## src/design/nec_ir_frame_decoder_defines.svh

```systemverilog
// Assertion macros shared by the NEC IR frame decoder RTL.
`ifndef NEC_IR_FRAME_DECODER_DEFINES_SVH
`define NEC_IR_FRAME_DECODER_DEFINES_SVH

`ifndef NO_ASSERTIONS

// Check that a condition holds at every clock edge outside reset.
`define NECIR_ASSERT_ALWAYS(label, clock, rstn, cond) \
	label: assert property (@(posedge clock) disable iff (!(rstn)) (cond)) \
		else $error("NEC IR decoder invariant violated");

// Check that a condition in one cycle implies another in the same cycle.
`define NECIR_ASSERT_IMPLY(label, clock, rstn, ante, cons) \
	label: assert property (@(posedge clock) disable iff (!(rstn)) (ante) |-> (cons)) \
		else $error("NEC IR decoder implication violated");

// Check that a condition in one cycle implies another in the next cycle.
`define NECIR_ASSERT_NEXT(label, clock, rstn, ante, cons) \
	label: assert property (@(posedge clock) disable iff (!(rstn)) (ante) |=> (cons)) \
		else $error("NEC IR decoder sequence violated");

`else

`define NECIR_ASSERT_ALWAYS(label, clock, rstn, cond)
`define NECIR_ASSERT_IMPLY(label, clock, rstn, ante, cons)
`define NECIR_ASSERT_NEXT(label, clock, rstn, ante, cons)

`endif

`endif

```

## src/design/necir_pkg.sv

```systemverilog
// Types, codes and helper functions of the NEC IR frame decoder.
`default_nettype none

package necir_pkg;

	// Decoder phases, one-hot
	typedef enum logic [5:0] {
		PH_IDLE      = 6'b000001,
		PH_CONFIRM   = 6'b000010,
		PH_LEAD_LOW  = 6'b000100,
		PH_LEAD_HIGH = 6'b001000,
		PH_BIT_LOW   = 6'b010000,
		PH_BIT_HIGH  = 6'b100000
	} phase_t;

	// Result status codes
	typedef enum logic [1:0] {
		ST_OK          = 2'd0,
		ST_NO_CONFIRM  = 2'd1,
		ST_TIMEOUT     = 2'd2,
		ST_MISMATCH    = 2'd3
	} status_t;

	// Configuration register indexes
	localparam logic [1:0] REG_CONFIRM_TICKS = 2'd0;
	localparam logic [1:0] REG_ONE_THRESHOLD = 2'd1;
	localparam logic [1:0] REG_TIMEOUT_TICKS = 2'd2;

	// Register reset values
	localparam logic [7:0] CONFIRM_TICKS_RST = 8'd15;
	localparam logic [7:0] ONE_THRESHOLD_RST = 8'd8;
	localparam logic [7:0] TIMEOUT_TICKS_RST = 8'd30;

	localparam int unsigned FRAME_BITS = 32;
	localparam logic [7:0]  TICK_MAX   = 8'hFF;
	localparam logic [6:0]  ASCII_ZERO = 7'h30;
	localparam logic [6:0]  ASCII_ALPHA_OFS = 7'h37;

	// Packed result item, first field in the highest bits
	typedef struct packed {
		logic [6:0] hex_low_char;
		logic [6:0] hex_high_char;
		logic [7:0] command_byte;
		logic [7:0] address_check;
		logic [7:0] address_byte;
		status_t    status;
	} result_t;

	// ASCII hex digit of a nibble: '0'-'9', 'A'-'F'
	function automatic logic [6:0] hex_char(input logic [3:0] nib);
		logic [6:0] wide;
		wide = {3'b000, nib};
		return (nib > 4'd9) ? wide + ASCII_ALPHA_OFS : wide + ASCII_ZERO;
	endfunction

endpackage

`default_nettype wire

```

## src/design/nec_ir_frame_decoder.sv

```systemverilog
// NEC infrared remote frame decoder: sample stream in, one result per frame out.
`default_nettype none
`include "nec_ir_frame_decoder_defines.svh"

// Decodes NEC infrared remote frames from a stream of receiver line samples,
// one sample per transfer (s_tdata[0], 1 = line high/idle, 0 = low). A low
// sample in idle starts a frame: the line is rechecked after confirm_ticks
// samples, the leader low and high are skipped, then 32 pulse-distance bits
// are collected LSB first. A bit is a one when its high time reaches
// one_threshold; a high time that reaches timeout_ticks aborts the frame.
// Each started frame yields exactly one result transfer carrying a status
// (0 ok, 1 not confirmed, 2 bit timeout, 3 command/inverse mismatch), the
// address, address check and command bytes, and the command as two ASCII
// hex characters; failed confirm and timeout report zero bytes and '0'
// characters. Leader and bit-low waits have no limit. The block takes one
// sample per clock unless the output stalls it: the sample is held in an
// input register and decoded combinationally into the result register.
// A waiting result in the output register stalls the input only when the
// next sample would itself produce a result. Write configuration registers
// (0 confirm_ticks, 1 one_threshold, 2 timeout_ticks) only while idle.
module nec_ir_frame_decoder (
	input  wire logic        clk,
	input  wire logic        arst_n,
	// sample stream
	input  wire logic        s_tvalid,
	output logic             s_tready,
	input  wire logic [7:0]  s_tdata,   // [0] ir_level, [7:1] zero
	// result stream
	output logic             m_tvalid,
	input  wire logic        m_tready,
	// [1:0] status, [9:2] address_byte, [17:10] address_check,
	// [25:18] command_byte, [32:26] hex_high_char, [39:33] hex_low_char
	output logic [39:0]      m_tdata,
	// configuration write port
	input  wire logic        cfg_we,
	input  wire logic [1:0]  cfg_index,
	input  wire logic [7:0]  cfg_wdata
);

	// Configuration registers
	logic [7:0] confirm_ticks_q;
	logic [7:0] one_threshold_q;
	logic [7:0] timeout_ticks_q;

	// Input register
	logic valid_s1;
	logic level_s1;

	// Decoder state
	necir_pkg::phase_t phase_q, phase_d;
	logic [7:0]  tick_q, tick_d, tick_inc;
	logic [5:0]  bit_q, bit_d, bit_inc;
	logic [31:0] frame_q, frame_d;

	// Output register
	logic                out_valid_q;
	necir_pkg::result_t  result_q, result_d;

	logic emit;
	logic fail;
	necir_pkg::status_t fail_code;
	logic out_free;
	logic adv;

	// Configuration writes; unknown indexes are dropped
	always_ff @(posedge clk or negedge arst_n) begin
		if (!arst_n) begin
			confirm_ticks_q <= necir_pkg::CONFIRM_TICKS_RST;
			one_threshold_q <= necir_pkg::ONE_THRESHOLD_RST;
			timeout_ticks_q <= necir_pkg::TIMEOUT_TICKS_RST;
		end else if (cfg_we) begin
			case (cfg_index)
				necir_pkg::REG_CONFIRM_TICKS: confirm_ticks_q <= cfg_wdata;
				necir_pkg::REG_ONE_THRESHOLD: one_threshold_q <= cfg_wdata;
				necir_pkg::REG_TIMEOUT_TICKS: timeout_ticks_q <= cfg_wdata;
				default: ;
			endcase
		end
	end

	// Handshake: the held sample advances unless it produces a result while
	// the output register is still occupied and not being drained.
	assign out_free = !out_valid_q || m_tready;
	assign adv      = valid_s1 && (out_free || !emit);
	assign s_tready = !valid_s1 || adv;

	always_ff @(posedge clk or negedge arst_n) begin
		if (!arst_n) begin
			valid_s1 <= 1'b0;
		end else if (s_tready) begin
			valid_s1 <= s_tvalid;
		end
	end

	always_ff @(posedge clk) begin
		if (s_tready && s_tvalid) begin
			level_s1 <= s_tdata[0];
		end
	end

	assign tick_inc = (tick_q == necir_pkg::TICK_MAX) ? tick_q : tick_q + 8'd1;
	assign bit_inc  = bit_q + 6'd1;

	// Decode step for one sample
	always_comb begin
		phase_d   = phase_q;
		tick_d    = tick_q;
		bit_d     = bit_q;
		frame_d   = frame_q;
		emit      = 1'b0;
		fail      = 1'b0;
		fail_code = necir_pkg::ST_NO_CONFIRM;
		case (phase_q)
			necir_pkg::PH_IDLE: begin
				if (!level_s1) begin
					tick_d  = 8'd0;
					bit_d   = 6'd0;
					phase_d = (confirm_ticks_q == 8'd0) ? necir_pkg::PH_LEAD_LOW
					                                    : necir_pkg::PH_CONFIRM;
				end
			end
			necir_pkg::PH_CONFIRM: begin
				tick_d = tick_inc;
				if (tick_inc >= confirm_ticks_q) begin
					if (level_s1) begin
						emit      = 1'b1;
						fail      = 1'b1;
						fail_code = necir_pkg::ST_NO_CONFIRM;
					end else begin
						phase_d = necir_pkg::PH_LEAD_LOW;
					end
				end
			end
			necir_pkg::PH_LEAD_LOW: begin
				if (level_s1) begin
					phase_d = necir_pkg::PH_LEAD_HIGH;
				end
			end
			necir_pkg::PH_LEAD_HIGH: begin
				if (!level_s1) begin
					phase_d = necir_pkg::PH_BIT_LOW;
				end
			end
			necir_pkg::PH_BIT_LOW: begin
				if (level_s1) begin
					tick_d = 8'd1;
					if (timeout_ticks_q <= 8'd1) begin
						emit      = 1'b1;
						fail      = 1'b1;
						fail_code = necir_pkg::ST_TIMEOUT;
					end else begin
						phase_d = necir_pkg::PH_BIT_HIGH;
					end
				end
			end
			necir_pkg::PH_BIT_HIGH: begin
				if (level_s1) begin
					tick_d = tick_inc;
					if (tick_inc >= timeout_ticks_q) begin
						emit      = 1'b1;
						fail      = 1'b1;
						fail_code = necir_pkg::ST_TIMEOUT;
					end
				end else begin
					// End of bit: shift in at the top, LSB-first order
					frame_d = {tick_q >= one_threshold_q, frame_q[31:1]};
					tick_d  = 8'd0;
					bit_d   = bit_inc;
					if (bit_inc[5]) begin
						emit = 1'b1;
					end else begin
						phase_d = necir_pkg::PH_BIT_LOW;
					end
				end
			end
			default: begin
				phase_d = necir_pkg::PH_IDLE;
				tick_d  = 8'd0;
				bit_d   = 6'd0;
			end
		endcase
		// Any result closes the frame
		if (emit) begin
			phase_d = necir_pkg::PH_IDLE;
			tick_d  = 8'd0;
			bit_d   = 6'd0;
		end
	end

	// Assemble the result item
	always_comb begin
		if (fail) begin
			result_d.status        = fail_code;
			result_d.address_byte  = 8'd0;
			result_d.address_check = 8'd0;
			result_d.command_byte  = 8'd0;
			result_d.hex_high_char = necir_pkg::ASCII_ZERO;
			result_d.hex_low_char  = necir_pkg::ASCII_ZERO;
		end else begin
			result_d.status        = (frame_d[23:16] == ~frame_d[31:24])
			                         ? necir_pkg::ST_OK : necir_pkg::ST_MISMATCH;
			result_d.address_byte  = frame_d[7:0];
			result_d.address_check = frame_d[15:8];
			result_d.command_byte  = frame_d[23:16];
			result_d.hex_high_char = necir_pkg::hex_char(frame_d[23:20]);
			result_d.hex_low_char  = necir_pkg::hex_char(frame_d[19:16]);
		end
	end

	// Commit decoder state
	always_ff @(posedge clk or negedge arst_n) begin
		if (!arst_n) begin
			phase_q <= necir_pkg::PH_IDLE;
			tick_q  <= 8'd0;
			bit_q   <= 6'd0;
		end else if (adv) begin
			phase_q <= phase_d;
			tick_q  <= tick_d;
			bit_q   <= bit_d;
		end
	end

	always_ff @(posedge clk) begin
		if (adv) begin
			frame_q <= frame_d;
		end
	end

	// Output register: load on a new result, clear once transferred
	always_ff @(posedge clk or negedge arst_n) begin
		if (!arst_n) begin
			out_valid_q <= 1'b0;
		end else if (adv && emit) begin
			out_valid_q <= 1'b1;
		end else if (m_tready) begin
			out_valid_q <= 1'b0;
		end
	end

	always_ff @(posedge clk) begin
		if (adv && emit) begin
			result_q <= result_d;
		end
	end

	assign m_tvalid = out_valid_q;
	assign m_tdata  = result_q;

	// A committed result is presented in the next cycle
	`NECIR_ASSERT_NEXT(a_emit_shows, clk, arst_n, adv && emit, m_tvalid)

	// A stalled sample stays in the input register unchanged
	`NECIR_ASSERT_NEXT(a_s1_hold, clk, arst_n, valid_s1 && !adv,
		valid_s1 && $stable(level_s1))

	// Idle always starts from a cleared bit counter
	`NECIR_ASSERT_IMPLY(a_idle_clear, clk, arst_n, phase_q == necir_pkg::PH_IDLE,
		bit_q == 6'd0)

	// Failure results carry zero bytes and '0' characters
	`NECIR_ASSERT_IMPLY(a_fail_payload, clk, arst_n,
		m_tvalid && (result_q.status == necir_pkg::ST_NO_CONFIRM ||
			result_q.status == necir_pkg::ST_TIMEOUT),
		result_q.command_byte == 8'd0 && result_q.address_byte == 8'd0 &&
			result_q.hex_low_char == necir_pkg::ASCII_ZERO)

endmodule

`default_nettype wire
```

## config.mk

```make
export PLATFORM = sky130hd
export DESIGN_NAME = nec_ir_frame_decoder
export DESIGN_NICKNAME = d
export VERILOG_FILES = /design/src/design/necir_pkg.sv /design/src/design/nec_ir_frame_decoder.sv
export VERILOG_INCLUDE_DIRS = /design/src /design/src/design
export SDC_FILE = /design/constraint.sdc
export NUM_CORES = 1
export LEC_CHECK = 0
export BUFFER_PORTS_ARGS = -buffer_cell sky130_fd_sc_hd__buf_2
export CORE_MARGIN = 2
export CORE_UTILIZATION = 60
export CTS_CLUSTER_SIZE = 10
export DETAILED_ROUTE_END_ITERATION = 8
export PLACE_DENSITY_LB_ADDON = 0.12
export REMOVE_ABC_BUFFERS = 1
export SLEW_MARGIN = 20
export SYNTH_ARGS = -nofsm -noshare
export SYNTH_HDL_FRONTEND = slang
export SYNTH_SLANG_ARGS = --single-unit
```

## constraint.sdc

```tcl
create_clock -name clk -period 7.95 [get_ports clk]
set_clock_uncertainty 0.2 [all_clocks]
set_input_delay 0 -clock clk [delete_from_list [all_inputs] [get_ports clk]]
set_output_delay 0 -clock clk [all_outputs]
set_load 0.05 [all_outputs]
```

Yosys cells after proc, flatten, opt, wreduce, memory -nomap -nowiden
Cells that the tools add are included.
{ "word_totals": {"register_bits": 119, "wordCells": 115, "output_inout_bits": 42, "in_bits": 23} }
{ "classes": {"addsub": 6, "magnitude_cmp": 6, "reduce_logical": 20, "n_bitwise": 1, "mux": 45, "eq_ne": 21} }
{ "op_table": {"columns": ["op", "count"], "rows": [
  ["2-to-1 mux 6 bit", 13],
  ["2-to-1 mux 32 bit", 2],
  ["2-to-1 mux 8 bit", 5],
  ["one-hot mux 8 bit (5 select lines)", 1],
  ["one-hot mux 6 bit (6 select lines)", 1],
  ["adder 4 x 6 -> 7 bit (second input constant)", 4],
  ["inequality test 3 bit (second input constant)", 9],
  ["greater-or-equal comparator 8 bit", 3],
  ["one-hot mux 6 bit (3 select lines)", 1],
  ["2-to-1 mux 7 bit", 2],
  ["2-to-1 mux 2 bit", 6],
  ["2-to-1 mux 1 bit", 10],
  ["AND reduction 10 bit", 1],
  ["adder 8 x 1 -> 8 bit (second input constant)", 1],
  ["equality test 8 bit", 1],
  ["equality test 8 bit (second input constant)", 1],
  ["greater-than comparator 4 bit (second input constant)", 2],
  ["<= comparator 8 x 1 -> 1 bit (second input constant)", 1],
  ["zero test 8 bit", 1],
  ["NOT 8 bit", 1],
  ["AND reduction 4 bit", 2],
  ["adder 6 x 1 -> 6 bit (second input constant)", 1],
  ["equality test 6 x 1 -> 1 bit (second input constant)", 1],
  ["equality test 6 x 2 -> 1 bit (second input constant)", 1],
  ["18 further kinds", 28]
]} }

Longest topological paths before layout
Gate-level depths: netlist of run 1.
{ "logic_depth": {"ltp_word": 11, "mapped_depth": 16, "mapped_depth_nobuf": 15} }

Worst setup path after synthesis of run 1
Ideal clock, no wire load.
{ "synth_path": {"kind": "reg-to-reg", "startpoint": "reg tick_q[0]", "endpoint": "reg frame_q[0], enable pin", "setup_time_ns": 0.424, "stages_incl_launch_ff": 15, "required_ns": 7.326, "n_path_buf": 0, "period_less_slack_ns": 4.937, "setup_slack_ns": 3.013, "arrival_time_ns": 4.313, "cell_sequence": "dfrtp_1 > ha_1 > and3_1 > and2_1 > nand2_1 > nand4_1 > xor2_1 > inv_1 > ha_1 > a21o_1 > a221oi_1 > o21ai_1 > a31oi_2 > a21oi_2 > nor2b_1"} }
{ "synth_via": {"elab_chain_len": 9, "elab_cells_between_ends": 12, "cone_classes": "1 x add/sub; 2 x order compare; 1 x eq/ne; 5 x mux; 3 x reduce/logical"} }
{ "synth_rtl": {"columns": ["element", "line_no", "rtl"], "rows": [
  ["start, declared", "nec_ir_frame_decoder.sv:51", "logic [7:0] tick_q, tick_d, tick_inc;"],
  ["start signal, assigned", "nec_ir_frame_decoder.sv:218", "tick_q <= tick_d;"],
  ["adder 8 x 1 -> 8 bit / equality test 8 bit (equally long branches)", "nec_ir_frame_decoder.sv:101", "assign tick_inc = (tick_q == necir_pkg::TICK_MAX) ? tick_q : tick_q + 8'd1;"],
  ["2-to-1 mux 8 bit *", "nec_ir_frame_decoder.sv:101", null],
  ["greater-or-equal comparator 8 bit", "nec_ir_frame_decoder.sv:159", "if (tick_inc >= timeout_ticks_q) begin"],
  ["2-to-1 mux 1 bit", "nec_ir_frame_decoder.sv:159", null],
  ["2-to-1 mux 1 bit", "nec_ir_frame_decoder.sv:157", "if (level_s1) begin"],
  ["one-hot mux 1 bit (3 select lines) *", "nec_ir_frame_decoder.sv:113", "case (phase_q)"],
  ["zero test 1 bit *", "nec_ir_frame_decoder.sv:84", "assign adv = valid_s1 && (out_free || !emit);"],
  ["logical OR 1 bit *", "nec_ir_frame_decoder.sv:84", null],
  ["logical AND 1 bit *", "nec_ir_frame_decoder.sv:84", null],
  ["via adv", "nec_ir_frame_decoder.sv:63", "logic adv;"],
  ["end signal, assigned", "nec_ir_frame_decoder.sv:225", "frame_q <= frame_d;"],
  ["end, declared", "nec_ir_frame_decoder.sv:53", "logic [31:0] frame_q, frame_d;"]
]} }
Mark *: on every way through the listed nets, which the timed path passes. The rest lies on a longest branch.
A chain may end at the register's enable or synchronous reset.

Worst setup path after layout of run 1
{ "layout_path": {"startpoint": "reg tick_q[0]", "endpoint": "out s_tready"} }
{ "layout_via": {"elab_chain_len": 10, "elab_cells_between_ends": 13, "cone_classes": "1 x add/sub; 2 x order compare; 1 x eq/ne; 5 x mux; 4 x reduce/logical"} }
{ "layout_rtl": {"columns": ["element", "line_no", "rtl"], "rows": [
  ["adder 8 x 1 -> 8 bit / equality test 8 bit (equally long branches)", "nec_ir_frame_decoder.sv:101", null],
  ["2-to-1 mux 8 bit *", "nec_ir_frame_decoder.sv:101", null],
  ["greater-or-equal comparator 8 bit", "nec_ir_frame_decoder.sv:159", null],
  ["2-to-1 mux 1 bit", "nec_ir_frame_decoder.sv:159", null],
  ["2-to-1 mux 1 bit", "nec_ir_frame_decoder.sv:157", null],
  ["one-hot mux 1 bit (3 select lines) *", "nec_ir_frame_decoder.sv:113", null],
  ["zero test 1 bit *", "nec_ir_frame_decoder.sv:84", null],
  ["logical OR 1 bit *", "nec_ir_frame_decoder.sv:84", null],
  ["logical AND 1 bit *", "nec_ir_frame_decoder.sv:84", null],
  ["logical OR 1 bit *", "nec_ir_frame_decoder.sv:85", "assign s_tready = !valid_s1 || adv;"],
  ["end, declared", "nec_ir_frame_decoder.sv:26", "output logic s_tready,"]
]} }
Mark *: on every way between the ends. The rest lies on a longest branch, timed or not.

==> results of run 1 <==
==> cells in the final DEF (no fill, tap or decap), types with 4 or more instances in the layout <==
cell type,n
a21o_1,4
a21oi_1,11
a31oi_1,7
and2_1,4
and3_1,23
buf_2,56
buf_4,4
clkbuf_16,16
clkinv_4,5
dfrtp_1,36
dfstp_2,10
dlygate4sd3_1,31
edfxtp_1,73
ha_1,30
inv_1,40
mux2_1,4
mux2_2,45
mux2i_1,9
nand2_1,25
nand2b_1,7
nand3_1,11
nand4_1,5
nor2_1,21
nor2b_1,6
nor3_1,6
nor4_1,5
o21ai_0,26
o21ai_1,4
o31ai_1,6
or2_2,4
xnor2_1,9
xor2_1,6
==> routing by layer <==
| layer | GRT usage (%) | up-vias | part of all wire, % |
|---|---|---|---|
| met5 | 0 | - | 0 |
| met4 | 8.00 | 0 | 1.2 |
| met3 | 4.87 | 13 | 2.7 |
| met2 | 39.6 | 84 | 51 |
| met1 | 28.6 | 2089 | 45 |
| li1 | - | 2050 | - |
==> through the flow <==
| step | power [W] | utilization (%) | area, um2 | hold slack [ns] | cells |
|---|---|---|---|---|---|
| 3_5_place_dp | 0.00102 | 66.3 | 6510 | -0.0212 | 681 |
| 5_1_grt | 0.00184 | 75.6 | 7420 | 0.0868 | 745 |
| 6_report | 0.00176 | 75.6 | 7420 | 0.0743 | 745 |
| 4_1_cts | 0.00177 | 75.2 | 7380 | 0.0263 | 743 |
| 2_1_floorplan | 0.000949 | - | 6030 | -0.496 | 488 |
| 3_3_place_gp | 0.00101 | 66.3 | 6510 | -0.0236 | 681 |
==> power groups by stage <==
stage | sequential [W] | combinational (W) | clock [W]
after floorplan | 0.000749 | 0.000200 | 0
after global placement | 0.000753 | 0.000255 | 0
after detailed placement | 0.000755 | 0.000264 | 0
after CTS | 0.000743 | 0.000284 | 0.000739
after global routing | 0.000752 | 0.000321 | 0.000770
final | 0.000744 | 0.000285 | 0.000734
==> layout make-up <==
cell class                 count  share of cell area [%]
clock buffer                  18                    5.63
clock inverter                14                    2.04
inverter                      41                    2.07
multi-input combinational    328                    34.2
sequential                   119                    45.2
tap                          133                    2.24
timing repair buffer          92                    8.63
==> state kept, by name, summed over array words and instances (netlist names) <==
signal	count
level_s1	1
bit_q	6
timeout_ticks_q	8
tick_q	8
frame_q	32
confirm_ticks_q	8
m_tvalid	1
phase_q	6
m_tdata	40
valid_s1	1
one_threshold_q	8
==> cells by family (layout without fill, tap and decap cells) <==
kind of cell               Yosys count  in the layout  synth area share (%)
and+or+nand+nor                    139            139                  12.8
DFF                                119            119                  55.0
AOI/OAI and AO/OA                   86             86                  9.66
muxes                               58             58                  10.5
buffers and inverters               56            165                  3.71
adders and majority gates           30             30                  6.15
xor gates and xnor gates            15             15                  2.15
==> final timing paths <==
check                                            endpoint  slack [ns]
setup reg to reg                     valid_s1$_DFFE_PN0P_        3.14
hold / removal             timeout_ticks_q[3]$_DFFE_PN1P_        0.07
hold reg to reg            one_threshold_q[1]$_DFFE_PN0P_        0.31
setup / recovery                                 s_tready        3.07
min in group asynchronous  timeout_ticks_q[0]$_DFFE_PN0P_        0.37
max in group asynchronous           tick_q[7]$_DFFE_PN0P_        6.79
==> worst register-to-register path: cells and delay by family (launching register included) <==
family,cells,cell delay [ns]
compound gates,4,1.25
fa+ha+maj,2,0.58
flops,1,0.45
xor+xnor,1,0.24
simple gates,7,1.33
buf+inv,2,0.66
==> qor.yml, run 1 <==
status: "completed"
hold_depth: 3
cp.required_ns: 7.75
cp.depth: 15
start_util_pct: 62.1
drtAntennaViolNets: 0
clkPwrFrac_pct: 41.6
async_flop_share_pct: 38.7
pin_count: 65
synth_most_common_cell: "edfxtp_1"
num_vias: 4236
regArea_um2: 3360
nNetsFinal: 652
drive_above_1_share_pct: 27.6
syn_inst: 503
tightest_slew_ns: 0.704
wl_per_cell_um: 15.9
postSynthAreaPerCell_um2: 12.1
period_needed_ns: 4.88
crit_type: "reg2out"
core_um2: 9820
rows: 36
drt_iter0_markers: 184
clockBufferDepth: 2
pwr-share-seq_pct: 42.2
clkTransAtPathRegs_ns: 0.06
io_buffers: 57
ys_seq_area_share_pct: 55.0
synthTopCellsByCount: "edfxtp_1 (73), mux2_2 (45), inv_1 (40)"
cpMaxStageDelayCell: "a31oi_4"
die_x_um: 105
synth.area.top_cells: "edfxtp_1 (36%), dfrtp_1 (15%), mux2_2 (8.3%)"
ys.flop_type: "edfxtp_1"
hp-start: "cfg_wdata[3]"
cts_resized: 0
synthToLayoutAreaGrowth_pct: 21.7
ys_ff_latch: 119
wirelength_um: 11800
htree_levels: 4
grt_pass1_wl_um: 20200
ff2ff_path_depth: 16
slew_headroom_pct: 53.0
fin_crit_sh_pct: 61.4
synth_top_area_cell: "edfxtp_1"
cts_buffers: 17
drc: 0
post-place-ws_ns: 2.87
start_kind: "register"
multiInputGateArea_um2: 2540
synth_edf_count: 73
diodes: 0
cts_sinks: 119
setup_viol: 0
startpoint: "tick_q[0]$_DFFE_PN0P_"
overflow: 0
netlist_area_um2: 6100
gp_congestion: 0.887
cap_violations: 0
cts_tree: "built"
fp.dieH_um: 105
antenna_found_initial: 0
hpwl_um: 7620
drtPass1Iterations: 4
holdCritPathClass: "in2reg"
grt_max_degree: 47
clk_latency_ns: 0.52
path_buf_inv: 2
arrival_ns: 4.68
setup.worst_path.end_class: "primary output"
yosysWarnings: 0
finalHoldViolations: 0
vias_per_cell: 5.69
worstPathCellList: "ha_1 -> and3_1 -> and2_1 -> nand2_1 -> nand4_1 -> xor2_1 -> inv_1 -> ha_1 -> a21o_1 -> a221oi_1 -> o21ai_1 -> a31oi_4 -> nand2_1 -> nand3_1 -> buf_2"
r2r_start: "tick_q[0]$_DFFE_PN0P_"
die-area_um2: 11000
groute.usage.overall_pct: 22.9
synth_top_area_share_pct: 35.9
grt_pass1_vias: 4339
path_max_fanout: 25
path_delay_family: "simple AND/OR/NAND/NOR gates"
p_leak_nw: 3.07
switching_share_pct: 27.3
num-fill-cells: 682
tns_ns: 0
post_cts_buffers: 0
p_sw_w: 0.000481
irDropWorstVdd_mv: 0.154
rsz0062_at_grt: "false"
fin_ws_ns: 3.07
cts-root-buf: "clkbuf_8"
synth_cell_type_count: 64
maxClockFrequency_ghz: 0.205
slowest_delay_ns: 0.65
holdBufCountCts: 30
pwr_density_cell_nw_per_um2: 238
maxSlewViolCount: 0
p_comb_share_pct: 16.2
p_int_w: 0.00128
(Power assumes the default switching activity.)
==> inputs of run 2 (changes only) <==
--- a/config.mk
+++ b/config.mk
@@ -8,7 +8,7 @@
 export LEC_CHECK = 0
 export BUFFER_PORTS_ARGS = -buffer_cell sky130_fd_sc_hd__buf_2
 export CORE_MARGIN = 2
-export CORE_UTILIZATION = 60
+export CORE_UTILIZATION = 53
 export CTS_CLUSTER_SIZE = 10
 export DETAILED_ROUTE_END_ITERATION = 8
 export PLACE_DENSITY_LB_ADDON = 0.12
==> constraint.sdc (replaced) <==
create_clock -name clk -period 4 [get_ports clk]
set_clock_uncertainty 0.2 [all_clocks]
set_input_delay 0 -clock clk [delete_from_list [all_inputs] [get_ports clk]]
set_output_delay 0 -clock clk [all_outputs]
set_load 0.05 [all_outputs]
==> run 2 against run 1 <==
The run now ends with hold timing left; combinational power up 130%; hold slack worse by 0.14 ns; final cell count grew 3.8%.
==> qor.yml, run 2 (same netlist as run 1, synthesis figures left out) <==
status: "finished with violations"
violations: "hold timing"
crit_type: "reg2reg"
die-area_um2: 12400  # +13%
core_um2: 11300  # +15%
overflow: 0  # unchanged
setup_viol: 0  # unchanged
arrival_ns: 3.93  # -0.75 ns
tightest_slew_ns: 0.598  # -0.107 ns
pin_count: 65  # unchanged
cts-root-buf: "clkbuf_16"
antenna_found_initial: 0  # unchanged
clk_latency_ns: 0.41  # -0.11 ns
drtAntennaViolNets: 0  # unchanged
rows: 39  # +8.3%
hpwl_um: 8360  # +9.6%
vias_per_cell: 5.60  # -1.6%
p_leak_nw: 3.23  # +5.2%
num_vias: 4326  # +2.1%
maxSlewViolCount: 0  # unchanged
grt_pass1_vias: 4484  # +3.3%
path_max_fanout: 7  # -72%
finalHoldViolations: 36  # +36
io_buffers: 57  # unchanged
synthToLayoutAreaGrowth_pct: 26.0
cts_buffers: 17  # unchanged
mostFrequentLayoutCell: "edfxtp_1"
fin_crit_sh_pct: 95.9
holdCritPathClass: "in2async"
setup.worst_path.end_class: "register"
nNetsFinal: 670  # +2.8%
dpl-instance-area_um2: 6690  # +2.7%
cp.required_ns: 4.09  # -3.66 ns
clockBufferDepth: 2  # unchanged
final_cell_mix: "edfxtp_1 (73), buf_2 (55), mux2_2 (45)"
gp_congestion: 0.868  # -2.2%
pwr_density_cell_nw_per_um2: 477  # +100%
grt_pass1_wl_um: 21300  # +5.4%
groute.usage.overall_pct: 21.3  # -1.6 points
cts_sinks: 119  # unchanged
htree_levels: 4  # unchanged
clkTransAtPathRegs_ns: 0.05  # about the same
irDropWorstVdd_mv: 0.402  # +160%
diodes: 0  # unchanged
fin_hold_ws_ns: -0.0652  # -0.140 ns
tns_ns: 0  # unchanged
final_cell_area_um2: 7690  # +3.5%
start_util_pct: 53.9  # -8.2 points
multiInputGateArea_um2: 2620  # +3.1%
largest_reg_flops: 40  # unchanged
p_total_w: 0.00366  # +110%
drive_above_1_share_pct: 30.8  # +3.2 points
num-fill-cells: 839  # +23%
period_needed_ns: 3.84
drtPass1Iterations: 5  # +1
drc: 0  # unchanged
cts_tree: "built"
die_x_um: 111  # +6.2%
grt_max_degree: 47  # unchanged
cap_violations: 0  # unchanged
drt_iter0_markers: 272  # +48%
slew_headroom_pct: 60.1  # +7.1 points
maxClockFrequency_ghz: 0.261
wl_per_cell_um: 16.2  # +1.6%
fp.dieH_um: 111  # +6.2%
start_kind: "register"
wirelength_um: 12500  # +5.4%
regArea_um2: 3360  # unchanged
postLayoutCoreUtil_pct: 67.9  # -7.7 points
run 2: cell types whose count changed in the layout (fill, tap and decap cells not counted), sizes merged:
cell / previous run / this run
buf: 61 / 82
dlygate4sd3: 31 / 28
clkinvlp: 2 / 0
bufinv: 2 / 4
clkinv: 8 / 7
inv: 43 / 41
clkbuf: 18 / 21
run 2: critical path, stage by stage (launching register included):
cell and delay [ns]:
dfrtp_1 0.38, ha_1 0.22, and3_1 0.20, and2_4 0.16
nand2_4 0.10, nand4_1 0.11, xor2_1 0.19, inv_1 0.08
ha_1 0.30, a21o_1 0.20, a221oi_2 0.25, o21ai_2 0.14
a31oi_4 0.27, a21oi_4 0.11, a311o_1 0.41, a221o_1 0.38
run 2: worst paths after layout:
check                                          startpoint                        endpoint  slack, ns  depth (start not counted)
setup / recovery                    tick_q[0]$_DFFE_PN0P_            bit_q[3]$_DFFE_PN0P_       0.16                         15
hold / removal                                     arst_n            bit_q[1]$_DFFE_PN0P_      -0.07                          2
setup reg to reg                    tick_q[0]$_DFFE_PN0P_            bit_q[3]$_DFFE_PN0P_       0.16                         15
hold reg to reg            one_threshold_q[4]$_DFFE_PN0P_  one_threshold_q[4]$_DFFE_PN0P_       0.30                          1
max in group asynchronous                          arst_n  one_threshold_q[4]$_DFFE_PN0P_       3.25                          2
min in group clk                               s_tdata[0]              level_s1$_DFFE_PP_       0.11                          2
run 2: layer usage:
layer	part of all wire, %	vias to the layer above	GRT usage (%)
met4	2.3	0	9.05
met3	3.5	22	4.37
met5	0	-	0
li1	-	2092	-
met2	51	101	35.5
met1	44	2111	27.4
run 2: through the flow:
stage	cells	worst slack, ns
floorplan	488	-1.27
global placement	709	0.0813
detailed placement	709	-0.0517
CTS	769	0.0189
global route	773	-0.0149
finish	773	0.163
run 2: cell type report:
type | count | area share [%]
flip-flops and latches | 119 | 43.7
multi-input cells | 328 | 34.0
inverters | 41 | 2.00
repair buffers | 110 | 10.2
clock inverters | 11 | 2.02
well taps | 143 | 2.33
clock buffers | 21 | 5.73
run 2: where the power goes:
part	internal [W]	leakage [nW]	switching [W]
Clock	0.00103	0.291	0.000516
Sequential	0.00140	1.22	0.0000774
Combinational	0.000301	1.72	0.000341
Total	0.00273	3.23	0.000934
run 2: what timing repair did:
item                       CTS  global route
setup endpoints to repair    7           117
gates resized for setup      5            12
hold endpoints to repair    64             0
pin swaps                    0             7
setup buffers                0             4
hold buffers                28             0
gates cloned                 0             0
==> inputs of run 3 (changes only) <==
--- a/config.mk
+++ b/config.mk
@@ -6,12 +6,12 @@
 export SDC_FILE = /design/constraint.sdc
 export NUM_CORES = 1
 export LEC_CHECK = 0
-export BUFFER_PORTS_ARGS = -buffer_cell sky130_fd_sc_hd__buf_2
+export BUFFER_PORTS_ARGS = -buffer_cell sky130_fd_sc_hd__clkbuf_2
 export CORE_MARGIN = 2
 export CORE_UTILIZATION = 53
 export CTS_CLUSTER_SIZE = 10
 export DETAILED_ROUTE_END_ITERATION = 8
-export PLACE_DENSITY_LB_ADDON = 0.12
+export PLACE_DENSITY = 0.76
 export REMOVE_ABC_BUFFERS = 1
 export SLEW_MARGIN = 20
 export SYNTH_ARGS = -nofsm -noshare
==> run 3 against run 2 <==
The flow now finishes without violations; global-route usage rose by 0.21 points; wire length increased by 2.6%; non-clock buffer count shrank 7; clock power decreased by 9.7%; worst setup slack worse by 0.073 ns; first-iteration DRC count grew 26%; sequential cell count did not move; maximum frequency shrank 1.9%; sequential power barely moved; via count is 1.0% higher; largest power group is now sequential cells; highest routed layer unchanged.
==> qor.yml, run 3 (same netlist as run 1, synthesis figures left out) <==
status: "completed"
p_leak_nw: 3.16  # -2.1%
cts_tree: "built"
htree_levels: 4  # unchanged
clockBufferDepth: 2  # unchanged
pin_count: 65  # unchanged
cts_buffers: 17  # unchanged
gp_congestion: 0.875  # +0.85%
start_util_pct: 53.9  # unchanged
clkPwrFrac_pct: 40.1  # -2.1 points
rows: 39  # unchanged
slew_headroom_pct: 60.4  # +0.28 points
drtPass1Iterations: 6  # +1
p_total_w: 0.00348  # -5.1%
grt_busiest_layer: "met2"
crit_type: "reg2reg"
wirelength_um: 12800  # +2.6%
drt_iter0_markers: 342  # +26%
final_cell_mix: "edfxtp_1 (73), clkbuf_2 (56), mux2_2 (45)"
maxClockFrequency_ghz: 0.256  # -1.9%
fin_ws_ns: 0.0898  # -0.0729 ns
grt_max_degree: 47  # unchanged
period_needed_ns: 3.91  # +0.0729 ns
grtUsageMet1_pct: 26.5  # -0.88 points
antenna_found_initial: 0  # unchanged
groute.usage.overall_pct: 21.6  # +0.21 points
pwr-share-seq_pct: 42.4  # +2.2 points
die_x_um: 111  # unchanged
post-place-ws_ns: 0.0298  # +0.0815 ns
io_buffers: 57  # unchanged
p_int_w: 0.00251  # -7.9%
holdCritPathClass: "in2async"
start_kind: "register"
cp.required_ns: 4.10  # about the same
drtAntennaViolNets: 0  # unchanged
maxSlewViolCount: 0  # unchanged
clk_latency_ns: 0.41  # about the same
pwr_density_cell_nw_per_um2: 461  # -3.2%
switching_share_pct: 27.7  # +2.2 points
cts-root-buf: "clkbuf_16"
p_sw_w: 0.000963  # +3.2%
num-fill-cells: 817  # -2.6%
finalHoldViolations: 0  # -100%
cts_sinks: 119  # unchanged
arrival_ns: 4.01  # +0.08 ns
met3_usage_pct: 6.07  # +1.7 points
postLayoutCoreUtil_pct: 66.6  # -1.3 points
setup.worst_path.end_class: "register"
clkTransAtPathRegs_ns: 0.05  # about the same
setup_viol: 0  # unchanged
cap_violations: 0  # unchanged
grt_pass1_vias: 4374  # -2.5%
fin_crit_sh_pct: 97.8  # +1.8 points
diodes: 0  # unchanged
fp.dieH_um: 111  # unchanged
overflow: 0  # unchanged
core_um2: 11300  # unchanged
p_comb_share_pct: 17.5  # about the same
hpwl_um: 8770  # +4.9%
synthToLayoutAreaGrowth_pct: 23.5
irDropWorstVdd_mv: 0.377  # -6.1%
num_vias: 4370  # +1.0%
met2_usage_pct: 36.6  # +1.1 points
vias_per_cell: 5.71  # +2.1%
die-area_um2: 12400  # unchanged
mostFrequentLayoutCell: "edfxtp_1"
grt_pass1_wl_um: 21300  # about the same
wl_per_cell_um: 16.7  # +3.7%
tightest_slew_ns: 0.594  # -0.00413 ns
drive_above_1_share_pct: 31.7  # +0.88 points
nNetsFinal: 663  # -1.0%
path_max_fanout: 6  # -1
largest_reg_flops: 40  # unchanged
drc: 0  # unchanged
==> run 3: changes by cell type in the layout (fill, tap and decap cells not counted), moves of 2 or more <==
| cell | previous run | this run |
|---|---|---|
| clkinv_1 | 3 | 1 |
| clkbuf_2 | 0 | 56 |
| bufinv_16 | 4 | 1 |
| buf_2 | 55 | 0 |
| clkbuf_1 | 4 | 1 |
| dlygate4sd3_1 | 28 | 20 |
| clkinv_2 | 3 | 5 |
| clkinv_4 | 1 | 3 |
| clkinvlp_4 | 0 | 2 |
==> run 3: through the flow <==
stage          TNS, ns  area, um2  hold slack (ns)  instances
6_report             0       7540           0.0164        765
5_1_grt        -0.0224       7540           0.0628        765
4_1_cts              0       7470           0.0339        762
3_5_place_dp         0       6720          -0.0700        711
3_3_place_gp         0       6720          -0.0779        711
2_1_floorplan   -85.26       6030           -0.496        488
==> run 3: power groups by stage <==
stage / registers (W) / logic (W) / clock network, W
after global routing: 0.00149 / 0.000668 / 0.00148
after CTS: 0.00147 / 0.000595 / 0.00141
after floorplan: 0.00149 / 0.000398 / 0
after global placement: 0.00149 / 0.000531 / 0
final: 0.00147 / 0.000607 / 0.00140
after detailed placement: 0.00150 / 0.000558 / 0
==> run 3: cell type report <==
cell class                      count  area [um2]  share of cell area [%]
Clock inverter                     13         109                    1.44
Inverter                           41         154                    2.04
Sequential cell                   119        3360                    44.5
Multi-Input combinational cell    328        2590                    34.3
Timing Repair Buffer              103         724                    9.61
Tap cell                          143         179                    2.37
Clock buffer                       18         429                    5.69
==> run 3: what timing repair did <==
| item | in CTS | in global routing |
|---|---|---|
| hold buffers | 20 | 0 |
| setup endpoints to repair | 1 | 111 |
| pin swaps | 0 | 8 |
| endpoints found under the hold margin | 74 | 0 |
| setup buffers | 0 | 3 |
| resized for setup | 2 | 11 |
| gates cloned | 0 | 0 |
==> run 3: final timing paths <==
kind / endpoint / startpoint / cells past startpoint / slack (ns)
setup / recovery: bit_q[3]$_DFFE_PN0P_ / tick_q[0]$_DFFE_PN0P_ / 13 / 0.09
hold / removal: phase_q[4]$_DFFE_PN0P_ / arst_n / 3 / 0.02
setup reg to reg: bit_q[3]$_DFFE_PN0P_ / tick_q[0]$_DFFE_PN0P_ / 13 / 0.09
hold reg to reg: one_threshold_q[1]$_DFFE_PN0P_ / one_threshold_q[1]$_DFFE_PN0P_ / 1 / 0.31
max in group asynchronous: one_threshold_q[5]$_DFFE_PN0P_ / arst_n / 3 / 3.18
min in group clk: timeout_ticks_q[7]$_DFFE_PN0P_ / cfg_we / 3 / 0.06
==> run 3: critical path, stage by stage, from the launching register on <==
cell and delay [ns]:
dfrtp_1 0.38, ha_1 0.21, and3_1 0.20, and2_4 0.16, nand2_4 0.09, buf_4 0.13, mux2_2 0.37, ha_1 0.29
a2111o_1 0.46, a31oi_4 0.20, o21a_2 0.23, a21oi_4 0.09, a311o_1 0.41, a221o_1 0.37
==> run 3: routing by layer <==
layer	vias to the layer above	share of wire, %
met5	-	0
met4	0	2.0
met3	27	4.9
met2	142	51
met1	2125	42
li1	2076	-
